### src/rtl/core/qpfm_pkg.sv
// Package for the quarter point frequency meter: command and status codes,
// phase type, constants and the controller/datapath handshake structs.
// No dependencies.
package qpfm_pkg;

  localparam int SAMPLE_W = 12;
  localparam int WINDOW_W = 20;
  localparam int TIME_W = 24;
  localparam int FREQ_W = 34;
  localparam int CMD_W = 2;
  localparam int STATUS_W = 2;

  localparam int PERIODS_DEFAULT = 10;
  localparam int TIMEOUT_WINDOWS = 10;

  localparam logic [WINDOW_W-1:0] WINDOW_RESET = 20'd16667;
  localparam logic [FREQ_W-1:0] FREQ_NUM = 34'd9986000000;
  localparam logic [TIME_W-1:0] TIME_MAX = {TIME_W{1'b1}};

  localparam logic [CMD_W-1:0] CMD_START = 2'd0;
  localparam logic [CMD_W-1:0] CMD_SAMPLE = 2'd1;
  localparam logic [CMD_W-1:0] CMD_TICK = 2'd2;

  localparam logic [STATUS_W-1:0] STAT_OK = 2'd0;
  localparam logic [STATUS_W-1:0] STAT_TIMEOUT = 2'd1;
  localparam logic [STATUS_W-1:0] STAT_ZERO = 2'd2;

  typedef enum logic [2:0] {
    PH_IDLE,
    PH_WINDOW,
    PH_SYNC_FALL,
    PH_SYNC_RISE,
    PH_COUNT_FALL,
    PH_COUNT_RISE
  } phase_t;

  typedef struct packed {
    logic clear;
    logic take_sample;
    logic tick;
    logic set_thresh;
    logic restart_count;
    logic bump_cycle;
    logic finish;
    logic timed_out;
  } qpfm_cmd_t;

  typedef struct packed {
    logic window_done;
    logic timeout;
    logic le_low;
    logic gt_high;
    logic last_period;
    logic div_busy;
    logic out_pending;
  } qpfm_stat_t;

endpackage

### src/rtl/core/qpfm_ifs.sv
// Valid/ready channel interfaces for input items, result items and the
// window register write port. Depends on qpfm_pkg.
interface qpfm_in_if;
  logic valid;
  logic ready;
  logic [qpfm_pkg::CMD_W-1:0] command;
  logic [qpfm_pkg::SAMPLE_W-1:0] sample;
  modport source (output valid, output command, output sample, input ready);
  modport sink (input valid, input command, input sample, output ready);
endinterface

interface qpfm_out_if;
  logic valid;
  logic ready;
  logic [qpfm_pkg::FREQ_W-1:0] freq_millihertz;
  logic [qpfm_pkg::TIME_W-1:0] ten_period_us;
  logic [qpfm_pkg::SAMPLE_W-1:0] quarter_low;
  logic [qpfm_pkg::SAMPLE_W-1:0] quarter_high;
  logic [qpfm_pkg::STATUS_W-1:0] status;
  modport source (output valid, output freq_millihertz, output ten_period_us,
                  output quarter_low, output quarter_high, output status,
                  input ready);
  modport sink (input valid, input freq_millihertz, input ten_period_us,
                input quarter_low, input quarter_high, input status,
                output ready);
endinterface

interface qpfm_cfg_if;
  logic valid;
  logic ready;
  logic [qpfm_pkg::WINDOW_W-1:0] window_us;
  modport source (output valid, output window_us, input ready);
  modport sink (input valid, input window_us, output ready);
endinterface

### src/rtl/core/qpfm_ctrl.sv
// Measurement phase controller: decodes accepted items and issues datapath
// commands. Depends on qpfm_pkg.
module qpfm_ctrl (
  input  logic clk,
  input  logic rst,
  input  logic in_valid,
  input  logic [qpfm_pkg::CMD_W-1:0] in_command,
  output logic in_ready,
  input  qpfm_pkg::qpfm_stat_t stat,
  output qpfm_pkg::qpfm_cmd_t cmd
);
  import qpfm_pkg::*;

  phase_t state;
  phase_t state_next;
  logic accept;

  always_ff @(posedge clk) begin
    if (rst) begin
      state <= PH_IDLE;
    end else begin
      state <= state_next;
    end
  end

  always_comb begin
    in_ready = !stat.div_busy && !stat.out_pending;
    accept = in_valid && in_ready;
    cmd = '0;
    state_next = state;
    if (accept) begin
      case (in_command)
        CMD_START: begin
          cmd.clear = 1'b1;
          state_next = PH_WINDOW;
        end
        CMD_SAMPLE: begin
          case (state)
            PH_WINDOW: begin
              cmd.take_sample = 1'b1;
            end
            PH_SYNC_FALL: begin
              if (stat.le_low) begin
                state_next = PH_SYNC_RISE;
              end
            end
            PH_SYNC_RISE: begin
              if (stat.gt_high) begin
                cmd.restart_count = 1'b1;
                state_next = PH_COUNT_FALL;
              end
            end
            PH_COUNT_FALL: begin
              if (stat.le_low) begin
                state_next = PH_COUNT_RISE;
              end
            end
            PH_COUNT_RISE: begin
              if (stat.gt_high) begin
                if (stat.last_period) begin
                  cmd.finish = 1'b1;
                  state_next = PH_IDLE;
                end else begin
                  cmd.bump_cycle = 1'b1;
                  state_next = PH_COUNT_FALL;
                end
              end
            end
            default: begin
            end
          endcase
        end
        CMD_TICK: begin
          if (state != PH_IDLE) begin
            cmd.tick = 1'b1;
            case (state)
              PH_WINDOW: begin
                if (stat.window_done) begin
                  cmd.set_thresh = 1'b1;
                  state_next = PH_SYNC_FALL;
                end
              end
              PH_SYNC_FALL, PH_SYNC_RISE: begin
                if (stat.timeout) begin
                  cmd.restart_count = 1'b1;
                  state_next = PH_COUNT_FALL;
                end
              end
              PH_COUNT_FALL, PH_COUNT_RISE: begin
                if (stat.timeout) begin
                  cmd.finish = 1'b1;
                  cmd.timed_out = 1'b1;
                  state_next = PH_IDLE;
                end
              end
              default: begin
              end
            endcase
          end
        end
        default: begin
        end
      endcase
    end
  end

endmodule

### src/rtl/core/qpfm_dpath.sv
// Datapath: window register, min/max tracking, quarter points, microsecond
// and period counters, bit-serial divider and result register. Depends on
// qpfm_pkg and the channel interfaces.
module qpfm_dpath #(
  parameter int PERIODS = qpfm_pkg::PERIODS_DEFAULT
) (
  input  logic clk,
  input  logic rst,
  input  logic [qpfm_pkg::SAMPLE_W-1:0] sample,
  input  qpfm_pkg::qpfm_cmd_t cmd,
  output qpfm_pkg::qpfm_stat_t stat,
  qpfm_cfg_if.sink cfg,
  qpfm_out_if.source result
);
  import qpfm_pkg::*;

  localparam int CYC_W = $clog2(PERIODS + 1);
  localparam int ITER_W = $clog2(FREQ_W);
  localparam logic [ITER_W-1:0] ITER_LAST = ITER_W'(FREQ_W - 1);

  logic [WINDOW_W-1:0] window_us;
  logic [WINDOW_W-1:0] eff_window;
  logic [TIME_W-1:0] limit_us;
  logic [SAMPLE_W-1:0] running_min;
  logic [SAMPLE_W-1:0] running_max;
  logic seeded;
  logic [SAMPLE_W-1:0] low_threshold;
  logic [SAMPLE_W-1:0] high_threshold;
  logic [TIME_W-1:0] elapsed_us;
  logic [TIME_W-1:0] elapsed_tick;
  logic [CYC_W-1:0] cycles_seen;
  logic [SAMPLE_W+1:0] low_sum;
  logic [SAMPLE_W+1:0] high_sum;
  logic [TIME_W-1:0] fin_time;

  logic div_busy;
  logic [ITER_W-1:0] iter;
  logic [FREQ_W-1:0] quo;
  logic [TIME_W-1:0] divisor;
  logic [TIME_W-1:0] rem;
  logic [TIME_W:0] rem_shift;
  logic [TIME_W:0] rem_diff;
  logic quo_bit;

  logic out_valid;
  logic [FREQ_W-1:0] out_freq;
  logic [TIME_W-1:0] out_time;
  logic [STATUS_W-1:0] out_status;
  logic [STATUS_W-1:0] fin_status;

  assign cfg.ready = 1'b1;
  assign eff_window = (window_us == '0) ? WINDOW_W'(1) : window_us;
  assign limit_us = TIME_W'(eff_window) * TIME_W'(TIMEOUT_WINDOWS);
  assign elapsed_tick = (elapsed_us == TIME_MAX) ? elapsed_us : elapsed_us + TIME_W'(1);
  assign low_sum = 14'(running_min) * 14'd3 + 14'(running_max);
  assign high_sum = 14'(running_min) + 14'(running_max) * 14'd3;
  assign fin_time = cmd.timed_out ? elapsed_tick : elapsed_us;
  assign fin_status = cmd.timed_out ? STAT_TIMEOUT : STAT_OK;

  assign rem_shift = {rem, quo[FREQ_W-1]};
  assign rem_diff = rem_shift - {1'b0, divisor};
  assign quo_bit = (rem_shift >= {1'b0, divisor});

  always_comb begin
    stat.window_done = (elapsed_tick >= TIME_W'(eff_window));
    stat.timeout = (elapsed_tick >= limit_us);
    stat.le_low = (sample <= low_threshold);
    stat.gt_high = (sample > high_threshold);
    stat.last_period = (cycles_seen == CYC_W'(PERIODS - 1));
    stat.div_busy = div_busy;
    stat.out_pending = out_valid;
  end

  always_ff @(posedge clk) begin
    if (rst) begin
      window_us <= WINDOW_RESET;
      running_min <= '0;
      running_max <= '0;
      seeded <= 1'b0;
      low_threshold <= '0;
      high_threshold <= '0;
      elapsed_us <= '0;
      cycles_seen <= '0;
    end else begin
      if (cfg.valid) begin
        window_us <= cfg.window_us;
      end

      if (cmd.clear) begin
        running_min <= '0;
        running_max <= '0;
        seeded <= 1'b0;
      end else if (cmd.take_sample) begin
        seeded <= 1'b1;
        if (!seeded) begin
          running_min <= sample;
          running_max <= sample;
        end else begin
          if (sample > running_max) begin
            running_max <= sample;
          end
          if (sample < running_min) begin
            running_min <= sample;
          end
        end
      end

      if (cmd.set_thresh) begin
        low_threshold <= low_sum[SAMPLE_W+1:2];
        high_threshold <= high_sum[SAMPLE_W+1:2];
      end

      if (cmd.clear || cmd.set_thresh || cmd.restart_count) begin
        elapsed_us <= '0;
      end else if (cmd.tick) begin
        elapsed_us <= elapsed_tick;
      end

      if (cmd.clear || cmd.restart_count) begin
        cycles_seen <= '0;
      end else if (cmd.bump_cycle) begin
        cycles_seen <= cycles_seen + CYC_W'(1);
      end
    end
  end

  always_ff @(posedge clk) begin
    if (rst) begin
      div_busy <= 1'b0;
      out_valid <= 1'b0;
    end else begin
      if (result.valid && result.ready) begin
        out_valid <= 1'b0;
      end
      if (cmd.finish) begin
        if (fin_time == '0) begin
          out_valid <= 1'b1;
        end else begin
          div_busy <= 1'b1;
        end
      end else if (div_busy && iter == ITER_LAST) begin
        div_busy <= 1'b0;
        out_valid <= 1'b1;
      end
    end
  end

  always_ff @(posedge clk) begin
    if (cmd.finish) begin
      out_time <= fin_time;
      divisor <= fin_time;
      rem <= '0;
      iter <= '0;
      quo <= FREQ_NUM + FREQ_W'(fin_time[TIME_W-1:1]);
      if (fin_time == '0) begin
        out_freq <= FREQ_NUM;
        out_status <= STAT_ZERO;
      end else begin
        out_status <= fin_status;
      end
    end else if (div_busy) begin
      rem <= quo_bit ? rem_diff[TIME_W-1:0] : rem_shift[TIME_W-1:0];
      quo <= {quo[FREQ_W-2:0], quo_bit};
      iter <= iter + ITER_W'(1);
      if (iter == ITER_LAST) begin
        out_freq <= {quo[FREQ_W-2:0], quo_bit};
      end
    end
  end

  assign result.valid = out_valid;
  assign result.freq_millihertz = out_freq;
  assign result.ten_period_us = out_time;
  assign result.quarter_low = low_threshold;
  assign result.quarter_high = high_threshold;
  assign result.status = out_status;

endmodule

### src/rtl/core/quarter_point_frequency_meter_unit.sv
// Quarter point frequency meter top level: input items take one cycle each.
// At a measurement end the bit-serial divider produces the quotient one bit a cycle;
// input is held off from then until the result item is taken.
// A zero measured time skips the divider and gives its result next cycle.
// Synchronous reset clears all control state and loads window_us with 16667.
module quarter_point_frequency_meter_unit #(
  parameter int PERIODS = qpfm_pkg::PERIODS_DEFAULT
) (
  input  logic clk,
  input  logic rst,
  qpfm_in_if.sink in_item,
  qpfm_out_if.source result,
  qpfm_cfg_if.sink cfg
);
  import qpfm_pkg::*;

  qpfm_cmd_t cmd;
  qpfm_stat_t stat;

  qpfm_ctrl u_ctrl (
    .clk        (clk),
    .rst        (rst),
    .in_valid   (in_item.valid),
    .in_command (in_item.command),
    .in_ready   (in_item.ready),
    .stat       (stat),
    .cmd        (cmd)
  );

  qpfm_dpath #(
    .PERIODS (PERIODS)
  ) u_dpath (
    .clk    (clk),
    .rst    (rst),
    .sample (in_item.sample),
    .cmd    (cmd),
    .stat   (stat),
    .cfg    (cfg),
    .result (result)
  );

endmodule

### src/flat_wrapper.sv
// flat-port wrapper written by rule: the top's interface ports become plain ports
module quarter_point_frequency_meter_unit_flat import qpfm_pkg::*;
#(
  parameter int PERIODS = qpfm_pkg::PERIODS_DEFAULT
)
  (clk, rst, in_item_valid, in_item_command, in_item_sample, in_item_ready, result_valid, result_freq_millihertz, result_ten_period_us, result_quarter_low, result_quarter_high, result_status, result_ready, cfg_valid, cfg_window_us, cfg_ready);
  qpfm_in_if in_item_i ();
  qpfm_out_if result_i ();
  qpfm_cfg_if cfg_i ();
  input  logic clk;
  input  logic rst;
  input wire logic [$bits(in_item_i.valid)-1:0] in_item_valid;
  input wire logic [$bits(in_item_i.command)-1:0] in_item_command;
  input wire logic [$bits(in_item_i.sample)-1:0] in_item_sample;
  output wire logic [$bits(in_item_i.ready)-1:0] in_item_ready;
  output wire logic [$bits(result_i.valid)-1:0] result_valid;
  output wire logic [$bits(result_i.freq_millihertz)-1:0] result_freq_millihertz;
  output wire logic [$bits(result_i.ten_period_us)-1:0] result_ten_period_us;
  output wire logic [$bits(result_i.quarter_low)-1:0] result_quarter_low;
  output wire logic [$bits(result_i.quarter_high)-1:0] result_quarter_high;
  output wire logic [$bits(result_i.status)-1:0] result_status;
  input wire logic [$bits(result_i.ready)-1:0] result_ready;
  input wire logic [$bits(cfg_i.valid)-1:0] cfg_valid;
  input wire logic [$bits(cfg_i.window_us)-1:0] cfg_window_us;
  output wire logic [$bits(cfg_i.ready)-1:0] cfg_ready;
  assign in_item_i.valid = in_item_valid;
  assign in_item_i.command = in_item_command;
  assign in_item_i.sample = in_item_sample;
  assign in_item_ready = in_item_i.ready;
  assign result_valid = result_i.valid;
  assign result_freq_millihertz = result_i.freq_millihertz;
  assign result_ten_period_us = result_i.ten_period_us;
  assign result_quarter_low = result_i.quarter_low;
  assign result_quarter_high = result_i.quarter_high;
  assign result_status = result_i.status;
  assign result_i.ready = result_ready;
  assign cfg_i.valid = cfg_valid;
  assign cfg_i.window_us = cfg_window_us;
  assign cfg_ready = cfg_i.ready;
  quarter_point_frequency_meter_unit #(.PERIODS(PERIODS)) u_core (.clk(clk), .rst(rst), .in_item(in_item_i), .result(result_i), .cfg(cfg_i));
endmodule
### config.mk
export PLATFORM = sky130hd
export DESIGN_NAME = quarter_point_frequency_meter_unit_flat
export DESIGN_NICKNAME = d
export VERILOG_FILES = /design/src/rtl/core/qpfm_pkg.sv /design/src/rtl/core/qpfm_ifs.sv /design/src/rtl/core/qpfm_ctrl.sv /design/src/rtl/core/qpfm_dpath.sv /design/src/rtl/core/quarter_point_frequency_meter_unit.sv /design/src/flat_wrapper.sv
export SDC_FILE = /design/constraint.sdc
export NUM_CORES = 1
export LEC_CHECK = 0
export ABC_AREA = 1
export BUFFER_PORTS_ARGS = -buffer_cell sky130_fd_sc_hd__buf_2
export CORE_ASPECT_RATIO = 2
export CORE_UTILIZATION = 35
export DETAILED_ROUTE_END_ITERATION = 6
export GPL_TIMING_DRIVEN = 0
export SYNTH_ARGS = -nofsm -noshare
export SYNTH_HDL_FRONTEND = slang
export SYNTH_SLANG_ARGS = --single-unit
### constraint.sdc
create_clock -name clk -period 15.3 [get_ports clk]
set_input_delay 0 -clock clk [delete_from_list [all_inputs] [get_ports clk]]
set_output_delay 0 -clock clk [all_outputs]
set_load 0.02 [all_outputs]
==> out/metrics.cfg <==
[critical_path]
path_buf_inv=1
cp.required_ps=15470
crit_family=simple AND/OR/NAND/NOR gates
path_common_cell=nand2_1
r2r-start=u_core.u_dpath.window_us[14]$_SDFFE_PP1P_
startpoint=u_core.u_dpath.window_us[14]$_SDFFE_PP1P_
max_stage_delay_ps=680
endpoint_kind=register
cp_max_fo=34
critPathLaunchType=register
critPathArrivalTime_ps=8140
cp_slowest_cell=nand2_2
criticalPathCategory=reg -> reg

[placement]
io_buffers=123
place_ws_ps=7290
gp_congestion=0.970
hpwl_um=44400

[die]
dieWidth_um=154
rows=111
coreArea_um2=45800
io-pin-count=126
dieArea_um2=47400
die_h_um=307
start_util=0.355

[power_and_ir_drop]
intPower_mw=1.12
pwr-share-clk=0.395
p_per_area_nw_per_um2=86.0
vdd_ir_drop_max_mv=0.0845
swShare=0.308
power_switching_mw=0.498
power.static_leakage_nw=8.87
seqPwrFrac=0.409
p_comb_frac=0.196

[worst_hold_path]
hold_class=in -> reg
hold_start=cfg_valid

[finish]
fillCellCount=4715
area_growth_pct=15.8
drive_gt1_frac=0.106
final_util=0.411
antenna_cells=0
final_nets=2560

[yosys]
synth_nets=2370
syn_area_um2=16300
ys_ff_latch=226
yosysTopAreaCellShare=0.173
async_flop_share=0
ys_top_cells_by_area=edfxtp_1, dfxtp_1, ha_1, nand2_1, inv_1
ys.flop_type=dfxtp_1
synth_commonest_cells=nand2_1, inv_1, a21oi_1
synth_warnings=0
synth.distinct_cells=55
syn-mean-instance-area_um2=7.65
yosysMostFrequentCell=nand2_1
yosysSeqAreaShare=0.336
yosysTopAreaCell=edfxtp_1
synth_edf_count=94
synthCells=2127

[cts]
cts_hold_buf=40
tritoncts=done
cts_resized=0
h-tree-depth=1
cts_buffers=25
cts.clk_slew.worst_paths_ps=70
clk_latency_ps=550
clock-root-buffer=clkbuf_16
post_cts_buffers=0
clk_path_buf_depth=3
clock-sinks=226

[global_route]
gr-usage-all-layers=0.231
grt_pass1_vias=16200
grt_remaining_overflow=0
grt_pass1_wl_um=84000
grt_max_degree=43
antenna_found_initial=0

[sta]
finalSetupTns_ps=0
setup_viol=0
timing.fmax_ghz=0.126
slew_violations=0
layout_min_cycle_time_ps=7970
fin_crit_sh=0.521
worst_slack_ps=7330
tightest_slew_ps=1050
finalHoldViolCount=0
clock_skew_ps=17.2
max_slew_margin=0.298
rsz0062_at_grt=false

[drt]
dr.pass1.iters=5
routed_wirelength_um=54300
wl_per_cell_um=18.7
num_vias=15200
route.detailed.drc=0
vias_per_cell=5.23
postRouteAntennaNets=0
drtIter0Drc=545

[status]
status=completed

[run]
maxCapViolations=0

[metrics by stage]
step           total power, mW  hold WS, ps  area, µm²  cells
6_report                  1.62         11.8      18800   2901
5_1_grt                   1.70         57.1      18800   2901
4_1_cts                   1.63         9.60      18800   2901
3_5_place_dp             0.982          217      17600   2815
3_3_place_gp             0.976          222      17600   2815
2_1_floorplan            0.892          122      16300   2127
[area by class of cell]
cell class,instances,area [µm²],share of cell area
buffer,72,333,0.0177
clock buffer,29,651,0.0345
clock inverter,17,189,0.0100
inverter,307,1150,0.0612
multi-input combinational,1522,9320,0.495
sequential,226,5470,0.290
tap,565,707,0.0375
timing repair buffer,163,1020,0.0539
[cells by family (layout without fill, tap and decap cells)]
family | Yosys count | in the layout | synth area share
flip-flops | 226 | 226 | 0.336
adder cells (fa/ha/maj) | 204 | 204 | 0.169
AO/OA/AOI/OAI | 429 | 429 | 0.145
buffers and inverters | 379 | 588 | 0.0913
other | 1 | 1 | 0.000230
AND/OR/NAND/NOR | 815 | 815 | 0.219
XOR/XNOR | 73 | 73 | 0.0393
[registers in the layout (all words and copies together), names as in the netlist]
name and flops:
u_core.u_dpath.result.ten_period_us 24, u_core.u_dpath.seeded 1, u_core.u_dpath.result.quarter_low 12, u_core.u_dpath.running_min 12
u_core.u_dpath.cycles_seen 4, u_core.u_dpath.result.valid 1, u_core.u_dpath.quo 34, u_core.u_dpath.elapsed_us 24
u_core.u_dpath.iter 6, u_core.u_dpath.running_max 12, u_core.u_ctrl.state 3, u_core.u_dpath.div_busy 1
u_core.u_dpath.rem 24, u_core.u_dpath.result.status 2, u_core.u_dpath.result.freq_millihertz 34, u_core.u_dpath.result.quarter_high 12
u_core.u_dpath.window_us 20
[worst paths after layout]
check                                                            end  slack, ps  depth (start not counted)
min reg2reg                       u_core.u_dpath.rem[2]$_SDFFE_PN0P_        470                          2
max          u_core.u_dpath.result.freq_millihertz[26]$_SDFFCE_PN0P_       7330                         34
max reg2reg  u_core.u_dpath.result.freq_millihertz[26]$_SDFFCE_PN0P_       7330                         34
min                         u_core.u_dpath.window_us[9]$_SDFFE_PP0P_         10                          4
[power by group through the flow]
stage	sequential [mW]	clock, mW	combinational [mW]
final	0.663	0.640	0.317
after global routing	0.666	0.674	0.358
after CTS	0.663	0.649	0.316
after detailed placement	0.676	0	0.306
after global placement	0.676	0	0.300
after floorplan	0.671	0	0.221
[worst min-delay path: stages]
cell	delay, ps
buf_2	120
clkinv_1	170
o21ai_0	100
a21oi_1	120
[routing by layer]
layer  part of all wire  vias up  track usage
met4               0.10        0        0.211
li1                   -     7460            -
met3              0.029      211       0.0225
met2               0.55      405        0.471
met1               0.32     7096        0.189
met5                  0        -            0
[cell usage in the layout (no fill, tap or decap), types with 6 or more instances in the layout]
| master | n |
|---|---|
| fa_1 | 26 |
| nand2_1 | 414 |
| a21oi_1 | 201 |
| buf_2 | 140 |
| dlygate4sd3_1 | 40 |
| o31ai_1 | 7 |
| clkbuf_1 | 49 |
| nand4_1 | 53 |
| nand2_2 | 20 |
| xor2_1 | 46 |
| ha_1 | 178 |
| inv_2 | 11 |
| dfxtp_1 | 132 |
| clkbuf_16 | 25 |
| or2_2 | 8 |
| nor3_1 | 26 |
| xnor2_1 | 27 |
| o211ai_1 | 10 |
| nand3_1 | 84 |
| o21a_1 | 6 |
| clkinv_1 | 7 |
| edfxtp_1 | 94 |
| nor2_1 | 179 |
| o21ai_0 | 143 |
| inv_1 | 293 |
| o21bai_1 | 17 |
| a211oi_1 | 22 |
Power figures use the tool's default switching activity.
